===== src/design/sust_pkg.sv =====
// Shared types and constants for the sorted unique set table.
package sust_pkg;

	localparam int CAPACITY_DEF = 64;
	localparam int VALUE_W      = 32;
	localparam int COUNT_OUT_W  = 7;

	localparam logic [1:0] ACT_LOOKUP = 2'd0;
	localparam logic [1:0] ACT_ADD    = 2'd1;
	localparam logic [1:0] ACT_REMOVE = 2'd2;

	typedef struct packed {
		logic [1:0]         action;
		logic [VALUE_W-1:0] value;
	} req_t;

	typedef struct packed {
		logic                   was_present;
		logic                   full_reject;
		logic [COUNT_OUT_W-1:0] entry_count;
	} rsp_t;

	typedef struct packed {
		logic               cmp;
		logic               ins;
		logic               del;
		logic [VALUE_W-1:0] value;
	} cell_cmd_t;

endpackage


===== src/design/sust_cell.sv =====
// One slot of the sorted table: holds an entry, compares it, shifts with its neighbors.
module sust_cell (
	input  logic                          clk,
	input  sust_pkg::cell_cmd_t           cmd,
	input  logic                          occupied,
	input  logic                          left_lt,
	input  logic [sust_pkg::VALUE_W-1:0]  left_entry,
	input  logic [sust_pkg::VALUE_W-1:0]  right_entry,
	output logic [sust_pkg::VALUE_W-1:0]  entry,
	output logic                          lt,
	output logic                          eq
);

	logic [sust_pkg::VALUE_W-1:0] entry_q;
	logic                         lt_q;
	logic                         eq_q;

	always_ff @(posedge clk) begin
		if (cmd.cmp) begin
			lt_q <= occupied && (entry_q < cmd.value);
			eq_q <= occupied && (entry_q == cmd.value);
		end
		if (cmd.ins && !lt_q) begin
			entry_q <= left_lt ? cmd.value : left_entry;
		end else if (cmd.del && !lt_q) begin
			entry_q <= right_entry;
		end
	end

	assign entry = entry_q;
	assign lt    = lt_q;
	assign eq    = eq_q;

endmodule


===== config.mk =====
export PLATFORM = sky130hd
export DESIGN_NAME = sust_cell
export DESIGN_NICKNAME = d
export VERILOG_FILES = /design/src/design/sust_pkg.sv /design/src/design/sust_cell.sv
export SDC_FILE = /design/constraint.sdc
export NUM_CORES = 1
export LEC_CHECK = 0
export ABC_AREA = 1
export BUFFER_PORTS_ARGS = -buffer_cell sky130_fd_sc_hd__buf_4
export CORE_ASPECT_RATIO = 0.8
export CORE_MARGIN = 10
export CORE_UTILIZATION = 42
export CTS_BUF_LIST = sky130_fd_sc_hd__clkbuf_4 sky130_fd_sc_hd__clkbuf_8
export DETAILED_ROUTE_END_ITERATION = 8
export GPL_ROUTABILITY_DRIVEN = 0
export PLACE_DENSITY = 0.79
export REMOVE_ABC_BUFFERS = 1
export SLEW_MARGIN = 10
export SYNTH_ARGS = -nofsm -noshare
export SYNTH_HDL_FRONTEND = slang
export SYNTH_SLANG_ARGS = --single-unit

===== constraint.sdc =====
create_clock -name clk -period 2.2 [get_ports clk]
set_input_delay 0.44 -clock clk [delete_from_list [all_inputs] [get_ports clk]]
set_output_delay 0.44 -clock clk [all_outputs]
set_load 0.01 [all_outputs]

## Word level (Yosys, flattened, before mapping)

Cells that the tools add are included.

- Word-level logic and storage cells: 14
- Register bits: 34
- Input bits: 102

- Reduce and logical (&&, ||, !) cells: 6
- Mux-type cells: 3
- $lt $le $gt $ge: 1
- Equality and inequality tests: 1

Operators with widths:

| cell | number |
|---|---|
| 32-bit two-way mux | 3 |
| 32-bit == test | 1 |
| 32-bit less-than comparator | 1 |
| 1-bit logical AND | 4 |
| 2-bit nonzero test | 1 |
| 1-bit zero test | 1 |

## Logic depth before layout (Yosys ltp)

Gate-level depths: netlist of the first run.

- Depth after elaboration: 4
- Depth in mapped cells: 12
- Mapped depth without buffers: 12

## Worst setup path after synthesis of the first run

No wires, ideal clock.

- Path type: reg-to-reg
- From: register lt_q (netlist: lt)
- To: register entry_q (netlist bit entry[0]), enable pin
- Slack: -0.102 ns
- Stages on the path, launching flop included: 2
- Required time: 1.778 ns
- Clock period less this slack: 2.302 ns
- Buffers on the path: 0
- Arrival time: 1.880 ns
- Setup time: 0.422 ns
- Path through: edfxtp_1 -> nor2_1

- Longest elaborated chain between the ends: 3

RTL lines:

| element | line | source |
|---|---|---|
| start, declared | sust_cell.sv:15 | `logic lt_q;` |
| start signal, assigned | sust_cell.sv:20 | `lt_q <= occupied && (entry_q < cmd.value);` |
| 1-bit zero test * | sust_cell.sv:23, sust_cell.sv:25 |  |
| 1-bit logical AND, on equally long branches | sust_cell.sv:23, sust_cell.sv:25 |  |
| 2-bit nonzero test (no source line) * | n/a |  |
| end signal, assigned | sust_cell.sv:24 | `entry_q <= left_lt ? cmd.value : left_entry;` |
| end signal, assigned | sust_cell.sv:26 | `entry_q <= right_entry;` |
| end, declared | sust_cell.sv:14 | `logic [sust_pkg::VALUE_W-1:0] entry_q;` |

Every way passes the cells marked *; elsewhere a longest branch is shown, timed or not.
A chain may end at the register's enable or synchronous reset.

## Worst setup path after layout of the first run

- From: register entry_q (netlist bit entry[31])
- To: register lt_q (netlist: lt), data pin

- Longest elaborated chain between the ends: 2

RTL lines:

| element | line |
|---|---|
| 32-bit less-than comparator | sust_cell.sv:20 |
| 1-bit logical AND | sust_cell.sv:20 |

No other way between the ends.

==> results of run 1 <==
==> cell type report <==
cell class | instances | area (um2) | share of cell area
Multi-Input combinational cell | 230 | 1290 | 0.348
Sequential cell | 34 | 1020 | 0.275
Timing Repair Buffer | 138 | 1050 | 0.282
Tap cell | 81 | 101 | 0.0273
Clock inverter | 3 | 11.3 | 0.00303
Clock buffer | 5 | 68.8 | 0.0185
Inverter | 45 | 169 | 0.0455
==> per-stage QoR <==
stage               cell area (um2)  worst slack [ns]
floorplan                      2470            -0.102
global placement               3630             0.424
detailed placement             3630             0.401
CTS                            3710             0.540
global route                   3710             0.426
finish                         3710             0.574
==> power by group through the flow <==
stage | clock, mW | combinational [mW] | sequential, mW
2_1_floorplan | 0 | 0.261 | 0.875
3_3_place_gp | 0 | 0.610 | 0.846
3_5_place_dp | 0 | 0.624 | 0.851
4_1_cts | 0.457 | 0.628 | 0.836
5_1_grt | 0.484 | 0.699 | 0.843
6_report | 0.438 | 0.617 | 0.835
==> kinds of logic (layout without fill, tap and decap cells) <==
family          count (synthesis)  in the layout  synth area share
compound gates                 50             50             0.118
fa+ha+maj                      32             32             0.157
buf+inv                        58            191            0.0948
flops                          34             34             0.401
simple gates                  148            148             0.229
==> per-layer routing <==
metal	share of wire	track usage	wire (um)	vias up
li1	-	-	-	1336
met1	0.43	0.180	3320	1116
met2	0.48	0.266	3740	81
met3	0.087	0.0621	676	4
met4	0.0072	0.0294	56	0
met5	0	0	0	-
==> synth_stat cells <==
cell type   n
nand2_1    97
inv_1      43
nor2_1     41
edfxtp_1   34
a31oi_1    32
ha_1       32
a21oi_1    12
buf_2      10
buf_4       3
nand4_1     3
inv_2       2
nand3_1     2
nor3_1      2
o21ai_0     2
a211oi_1    1
a21o_1      1
and3_1      1
nor2_4      1
nor3_2      1
o21a_1      1
o21bai_1    1
==> flip-flops by register name (all words and copies together), names as in the netlist <==
signal and flops:
eq 1, lt 1, entry 32
==> path summary, 6_finish.rpt <==
path,endpoint,depth (start not counted),startpoint,slack (ns)
setup / recovery,lt,8,entry[31],0.57
hold / removal,eq,1,cmd[34],0.38
setup reg to reg,lt,8,entry[31],0.57
hold reg to reg,eq,3,entry[16],0.89
==> flow_metrics.py, run 1 <==
metrics = {
    "outcome": {
        "outcome": "complete, no violations",
    },
    "floorplan": {
        "start_util": 0.431,
        "die_y_um": 89.7,
        "num_io_pins": 136,
        "die-area_um2": 9600,
        "rows": 25,
        "die_w_um": 107,
        "core_region_area_um2": 5910,
    },
    "global_routing": {
        "grt_usage": 0.155,
        "grt_pass1_vias": 2565,
        "grt_pass1_wl_um": 12100,
        "grt_max_degree": 65,
        "antenna_found_initial": 0,
        "grt_overflow": 0,
    },
    "sta": {
        "worst_pin_slew_ns": 0.584,
        "slew_headroom": 0.610,
        "hold_violations": 0,
        "slew_violations": 0,
        "finalCritPeriodShare": 0.739,
        "rsz0062_at_grt": "false",
        "hold_ws_ns": 0.382,
        "setup_viol": 0,
        "fin_worst_skew_ns": 0.00484,
        "fmax_mhz": 615,
        "min_period_ns": 1.63,
        "tns_ns": 0,
    },
    "detailed_routing": {
        "wl_per_cell_um": 14.5,
        "vias": 2537,
        "routed_via_density": 4.73,
        "wirelength_um": 7790,
        "drc_errors": 0,
        "firstDrtPassIters": 4,
        "ant_nets": 0,
        "drt_iter0_markers": 90,
    },
    "run": {
        "cap_violations": 0,
    },
    "critical_path": {
        "cp_max_fo": 2,
        "crit_type": "reg -> reg",
        "critPathTopFamily": "simple AND/OR/NAND/NOR gates",
        "cpPeakStageDelay_ns": 0.41,
        "critPathCaptureType": "register",
        "slowest_stage": "edfxtp_1",
        "path_common_cell": "inv_1",
        "worst-path-buf-inv": 2,
        "required_ns": 2.23,
        "path_cells": "ha_1, nand2_1, inv_1, nand3_1, nor3_2, inv_1, nor2_1, a21oi_1",
        "arrival_ns": 1.65,
        "worstSetupStartpointType": "register",
    },
    "synth": {
        "ys_seq_elements": 34,
        "synth_top_area_share": 0.401,
        "syn_area_per_cell_um2": 7.91,
        "synthCells": 322,
        "synth.area.top_cells": "edfxtp_1 40%, ha_1 16%, nand2_1 14%, a31oi_1 7.9%, inv_1 6.3%",
        "yosys.cell_types.count": 21,
        "yosysTopAreaCell": "edfxtp_1",
        "yosysWarnings": 0,
        "netlist_area_um2": 2550,
        "ys_seq_area_frac": 0.401,
    },
    "cts": {
        "cts.sinks": 34,
        "cts_made_buffers": 5,
        "cts_tree": "done",
        "cts_hold_buf": 0,
        "clockBufferDepth": 2,
        "clkTransAtPathRegs_ns": 0.07,
        "post_cts_buffers": 0,
        "clk-insertion-delay-late_ns": 0.28,
        "clock-root-buffer": "clkbuf_8",
        "htreeDepth": 2,
        "post_cts_resized": 0,
    },
    "cells_and_area": {
        "final_common_cell": "buf_4",
        "fin_util": 0.628,
        "n_fill_cell": 549,
        "num_antenna_cells": 0,
        "drive_gt1_frac": 0.325,
        "layout.nets": 588,
        "finalNonFillerCells": 536,
        "layout_common_cells": "137 x buf_4, 97 x nand2_1, 43 x inv_1",
        "syn_to_final_growth_pct": 45.7,
    },
    "power_and_ir_drop": {
        "power_density_nw_per_um2": 509,
        "swShare": 0.299,
        "p_clk_frac": 0.232,
        "seqPwrFrac": 0.442,
        "ir_drop_v": 0.000326,
        "total_power_mw": 1.89,
        "internal-power_mw": 1.32,
        "switching_power_mw": 0.566,
        "leakage_nw": 1.90,
        "p_comb_frac": 0.326,
    },
    "min_path": {
        "hold_class": "in -> reg",
    },
    "placed_design": {
        "dp.cells": 528,
        "hpwl_um": 6250,
        "port_buffers": 135,
    },
}
No activity file was read; power rests on OpenSTA's default activity.
==> run 2, diff against run 1 <==
==> constraint.sdc (replaced) <==
create_clock -name clk -period 1.4 [get_ports clk]
set_input_delay 0.28 -clock clk [delete_from_list [all_inputs] [get_ports clk]]
set_output_delay 0.28 -clock clk [all_outputs]
set_load 0.01 [all_outputs]
==> flow_metrics.py, run 2 (same netlist as run 1, synthesis figures left out) <==
metrics = {
    "detailed_routing": {
        "ant_nets": 0,
        "drc_errors": 0,
        "firstDrtPassIters": 4,
        "wl_per_cell_um": 14.5,
        "wirelength_um": 8140,
        "vias": 2691,
        "routed_via_density": 4.81,
        "drt_iter0_markers": 102,
    },
    "placed_design": {
        "hpwl_um": 6680,
        "dp.cells": 549,
        "port_buffers": 135,
    },
    "critical_path": {
        "required_ns": 1.45,
        "critPathCaptureType": "register",
        "worstRegToRegCells": 8,
        "slowest_stage": "edfxtp_1",
        "crit_path_end": "lt",
        "reg2reg_slack_ns": -0.16,
        "cp_max_fo": 2,
        "r2r_start": "entry[31]",
        "crit_type": "reg -> reg",
        "path_common_cell": "inv_2",
        "worst-path-buf-inv": 2,
        "critPathLaunch": "entry[31]",
        "arrival_ns": 1.60,
        "rr_endpoint": "lt",
        "path_cells": "ha_4, nand2_2, inv_2, nand3_4, nor3_4, inv_2, nor2_1, a21oi_1",
        "worstSetupStartpointType": "register",
        "crit_cells": 8,
        "cpPeakStageDelay_ns": 0.43,
        "critPathTopFamily": "flip-flops",
    },
    "sta": {
        "setup_ws_ns": -0.156,
        "rsz0062_at_grt": "true",
        "hold_violations": 0,
        "fin_worst_skew_ns": 0.00491,
        "slew_violations": 0,
        "slew_headroom": 0.858,
        "setup_viol": 2,
        "worst_pin_slew_ns": 0.212,
        "min_period_ns": 1.56,
        "finalCritPeriodShare": 1.11,
        "fmax_mhz": 642,
    },
    "floorplan": {
        "die_y_um": 89.7,
        "die_w_um": 107,
        "start_util": 0.431,
        "rows": 25,
        "num_io_pins": 136,
        "core_region_area_um2": 5910,
        "die-area_um2": 9600,
    },
    "power_and_ir_drop": {
        "power_density_nw_per_um2": 833,
        "ir_drop_v": 0.000618,
        "leakage_nw": 2.06,
        "total_power_mw": 3.36,
    },
    "cells_and_area": {
        "layout.nets": 612,
        "final_common_cell": "buf_4",
        "layout_common_cells": "156 x buf_4, 95 x nand2_1, 41 x inv_1",
        "num_antenna_cells": 0,
        "drive_gt1_frac": 0.386,
        "syn_to_final_growth_pct": 58.4,
        "finalNonFillerCells": 560,
        "largest_register_ff_count": 32,
    },
    "min_path": {
        "whs_path_depth": 1,
        "hold_class": "in -> reg",
    },
    "cts": {
        "cts_made_buffers": 5,
        "cts_hold_buf": 0,
        "clockBufferDepth": 2,
        "clock-root-buffer": "clkbuf_8",
        "cts_tree": "done",
        "clk-insertion-delay-late_ns": 0.29,
        "clkTransAtPathRegs_ns": 0.08,
        "cts.sinks": 34,
        "htreeDepth": 2,
    },
    "outcome": {
        "outcome": "complete, but fails checks",
        "violations": "negative setup slack",
    },
    "run": {
        "cap_violations": 0,
    },
    "global_routing": {
        "grt_usage": 0.164,
        "antenna_found_initial": 0,
        "grt_overflow": 0,
        "grt_pass1_vias": 2845,
        "grt_max_degree": 33,
        "grt_pass1_wl_um": 12800,
    },
}
run 2: worst min path at each step:
stage / start / endpoint / slack (ns)
2_1_floorplan: cmd[34] / eq / 0.39
3_3_place_gp: cmd[34] / eq / 0.51
3_5_place_dp: cmd[34] / eq / 0.51
4_1_cts: cmd[34] / eq / 0.20
5_1_grt: cmd[34] / eq / 0.20
6_report: cmd[34] / eq / 0.21
run 2: power by group:
| group | switching [mW] | internal (mW) |
|---|---|---|
| clock | 0.382 | 0.524 |
| sequential | 0.0571 | 1.25 |
| combinational | 0.534 | 0.609 |
| total | 0.973 | 2.39 |
run 2: metal layers:
metal,GRT usage,part of all wire
met2,0.293,0.48
met3,0.0621,0.085
met4,0.0405,0.0077
met1,0.181,0.42
met5,0,0
run 2: stage by stage:
stage / setup TNS, ns / area [um2] / util / hold WS [ns] / worst slack, ns
floorplan: -37.31 / 2470 / - / 0.392 / -0.902
global placement: -0.203 / 3840 / 0.650 / 0.509 / -0.118
detailed placement: -0.309 / 3840 / 0.650 / 0.506 / -0.168
CTS: -0.233 / 4000 / 0.676 / 0.198 / -0.117
global route: -0.497 / 4040 / 0.683 / 0.197 / -0.266
finish: -0.302 / 4040 / 0.683 / 0.207 / -0.156
run 2: area by class of cell:
class / count / area [um2]
clock buffer: 5 / 68.8
multi-input combinational: 230 / 1350
fill: 508 / 1880
clock inverter: 3 / 40.0
sequential: 34 / 1020
timing repair buffer: 162 / 1280
tap: 81 / 101
inverter: 45 / 169
run 2: what timing repair did:
action / CTS / global route
gates resized for setup: 7 / 6
pin swaps: 1 / 5
setup endpoints to repair: 2 / 4
setup buffers: 1 / 3
==> run 3, diff against run 2 <==
--- a/config.mk
+++ b/config.mk
@@ -13,6 +13,7 @@
 export CTS_BUF_LIST = sky130_fd_sc_hd__clkbuf_4 sky130_fd_sc_hd__clkbuf_8
 export DETAILED_ROUTE_END_ITERATION = 8
 export GPL_ROUTABILITY_DRIVEN = 0
+export GPL_TIMING_DRIVEN = 0
 export PLACE_DENSITY = 0.79
 export REMOVE_ABC_BUFFERS = 1
 export SLEW_MARGIN = 10
==> flow_metrics.py, run 3 (same netlist as run 1, synthesis figures left out) <==
metrics = {
    "outcome": {
        "outcome": "complete, but fails checks",
        "violations": "negative setup slack",
    },
    "cells_and_area": {
        "layout.nets": 604,
        "finalNonFillerCells": 550,
        "n_fill_cell": 484,
        "fin_area_um2": 3950,
        "num_antenna_cells": 0,
        "multiInputGateArea_um2": 1380,
        "seq_area_um2": 1020,
        "largest_register_ff_count": 32,
        "layout_common_cells": "145 x buf_4, 96 x nand2_1, 41 x inv_1",
        "final_common_cell": "buf_4",
        "syn_to_final_growth_pct": 55.2,
        "drive_gt1_frac": 0.367,
        "fin_util": 0.669,
    },
    "cts": {
        "cts_tree": "done",
        "cts_made_buffers": 5,
        "clock-root-buffer": "clkbuf_8",
        "cts.sinks": 34,
        "htreeDepth": 2,
        "clk-insertion-delay-late_ns": 0.28,
        "clockBufferDepth": 2,
        "clkTransAtPathRegs_ns": 0.07,
    },
    "sta": {
        "hold_ws_ns": 0.208,
        "fin_worst_skew_ns": 0.00601,
        "finalCritPeriodShare": 1.16,
        "tns_ns": -0.399,
        "slew_violations": 0,
        "rsz0062_at_grt": "true",
        "setup_viol": 2,
        "slew_headroom": 0.595,
        "hold_violations": 0,
        "min_period_ns": 1.63,
        "worst_pin_slew_ns": 0.606,
        "setup_ws_ns": -0.227,
        "fmax_mhz": 615,
    },
    "placed_design": {
        "dp_slack_ns": -0.692,
        "dp.cells": 526,
        "dpl_cell_area_um2": 3620,
        "port_buffers": 135,
        "hpwl_um": 6170,
    },
    "run": {
        "cap_violations": 0,
    },
    "power_and_ir_drop": {
        "ir_drop_v": 0.000417,
        "power_density_nw_per_um2": 788,
        "total_power_mw": 3.12,
        "leakage_nw": 2.00,
    },
    "floorplan": {
        "die_w_um": 107,
        "core_region_area_um2": 5910,
        "rows": 25,
        "start_util": 0.431,
        "num_io_pins": 136,
        "die-area_um2": 9600,
        "die_y_um": 89.7,
    },
    "detailed_routing": {
        "wirelength_um": 8950,
        "wl_per_cell_um": 16.3,
        "top_layer": "met4",
        "routed_via_density": 4.86,
        "routed-wl-met3_um": 882,
        "drt_iter0_markers": 100,
        "ant_nets": 0,
        "dr_wl_met2_um": 4280,
        "vias": 2675,
        "firstDrtPassIters": 4,
        "drc_errors": 0,
        "drt-met1-wl_um": 3720,
    },
    "critical_path": {
        "worstSetupStartpointType": "register",
        "critPathLaunch": "entry[31]",
        "cp_max_fo": 2,
        "required_ns": 1.44,
        "rr_endpoint": "lt",
        "crit_path_end": "lt",
        "r2r_start": "entry[31]",
        "crit_type": "reg -> reg",
        "reg2reg_slack_ns": -0.23,
        "worstRegToRegCells": 8,
        "arrival_ns": 1.67,
        "critPathCaptureType": "register",
    },
    "min_path": {
        "hold_class": "in -> reg",
    },
    "global_routing": {
        "grt_pass1_wl_um": 13300,
        "grt_pass1_vias": 2708,
        "grt_overflow": 0,
        "grt_usage": 0.175,
        "antenna_found_initial": 0,
        "grt_max_degree": 34,
    },
}
==> run 3: power breakdown <==
group	switching (mW)	internal [mW]
Clock	0.346	0.325
Combinational	0.552	0.579
Sequential	0.0590	1.25
==> run 3: worst min path at each step <==
stage | startpoint | cells after the start | slack, ns | endpoint
finish | cmd[34] | 1 | 0.21 | eq
global placement | cmd[34] | 1 | 0.49 | eq
CTS | cmd[34] | 1 | 0.20 | eq
global route | cmd[34] | 1 | 0.19 | lt
detailed placement | cmd[34] | 1 | 0.50 | eq
floorplan | cmd[34] | 0 | 0.39 | eq
==> run 3: repair_timing <==
item                       4_1_cts  5_1_grt
resized for setup               12        2
hold buffers                     0        0
setup buffers                   10        5
pin swaps                        8        5
setup endpoints to repair       50       59
cloned                           3        0
==> run 3: area by class of cell <==
cell class | instances | area share
Clock buffer | 5 | 0.0174
Clock inverter | 1 | 0.000949
Sequential cell | 34 | 0.258
Timing Repair Buffer | 151 | 0.305
Tap cell | 81 | 0.0256
Multi-Input combinational cell | 233 | 0.350
Inverter | 45 | 0.0427
==> run 3: worst max-delay path: stages, from the launching register on <==
cell      delay (ns)
edfxtp_1        0.46
ha_4            0.31
nand2_2         0.04
inv_2           0.07
nand3_4         0.07
nor3_4          0.19
inv_2           0.06
nor2_1          0.10
a21oi_1         0.07
==> run 3: routing by layer <==
layer  track usage  up-vias
met3        0.0599        7
li1              -     1372
met5             0        -
met1         0.204     1194
met4        0.0442        0
met2         0.303      102
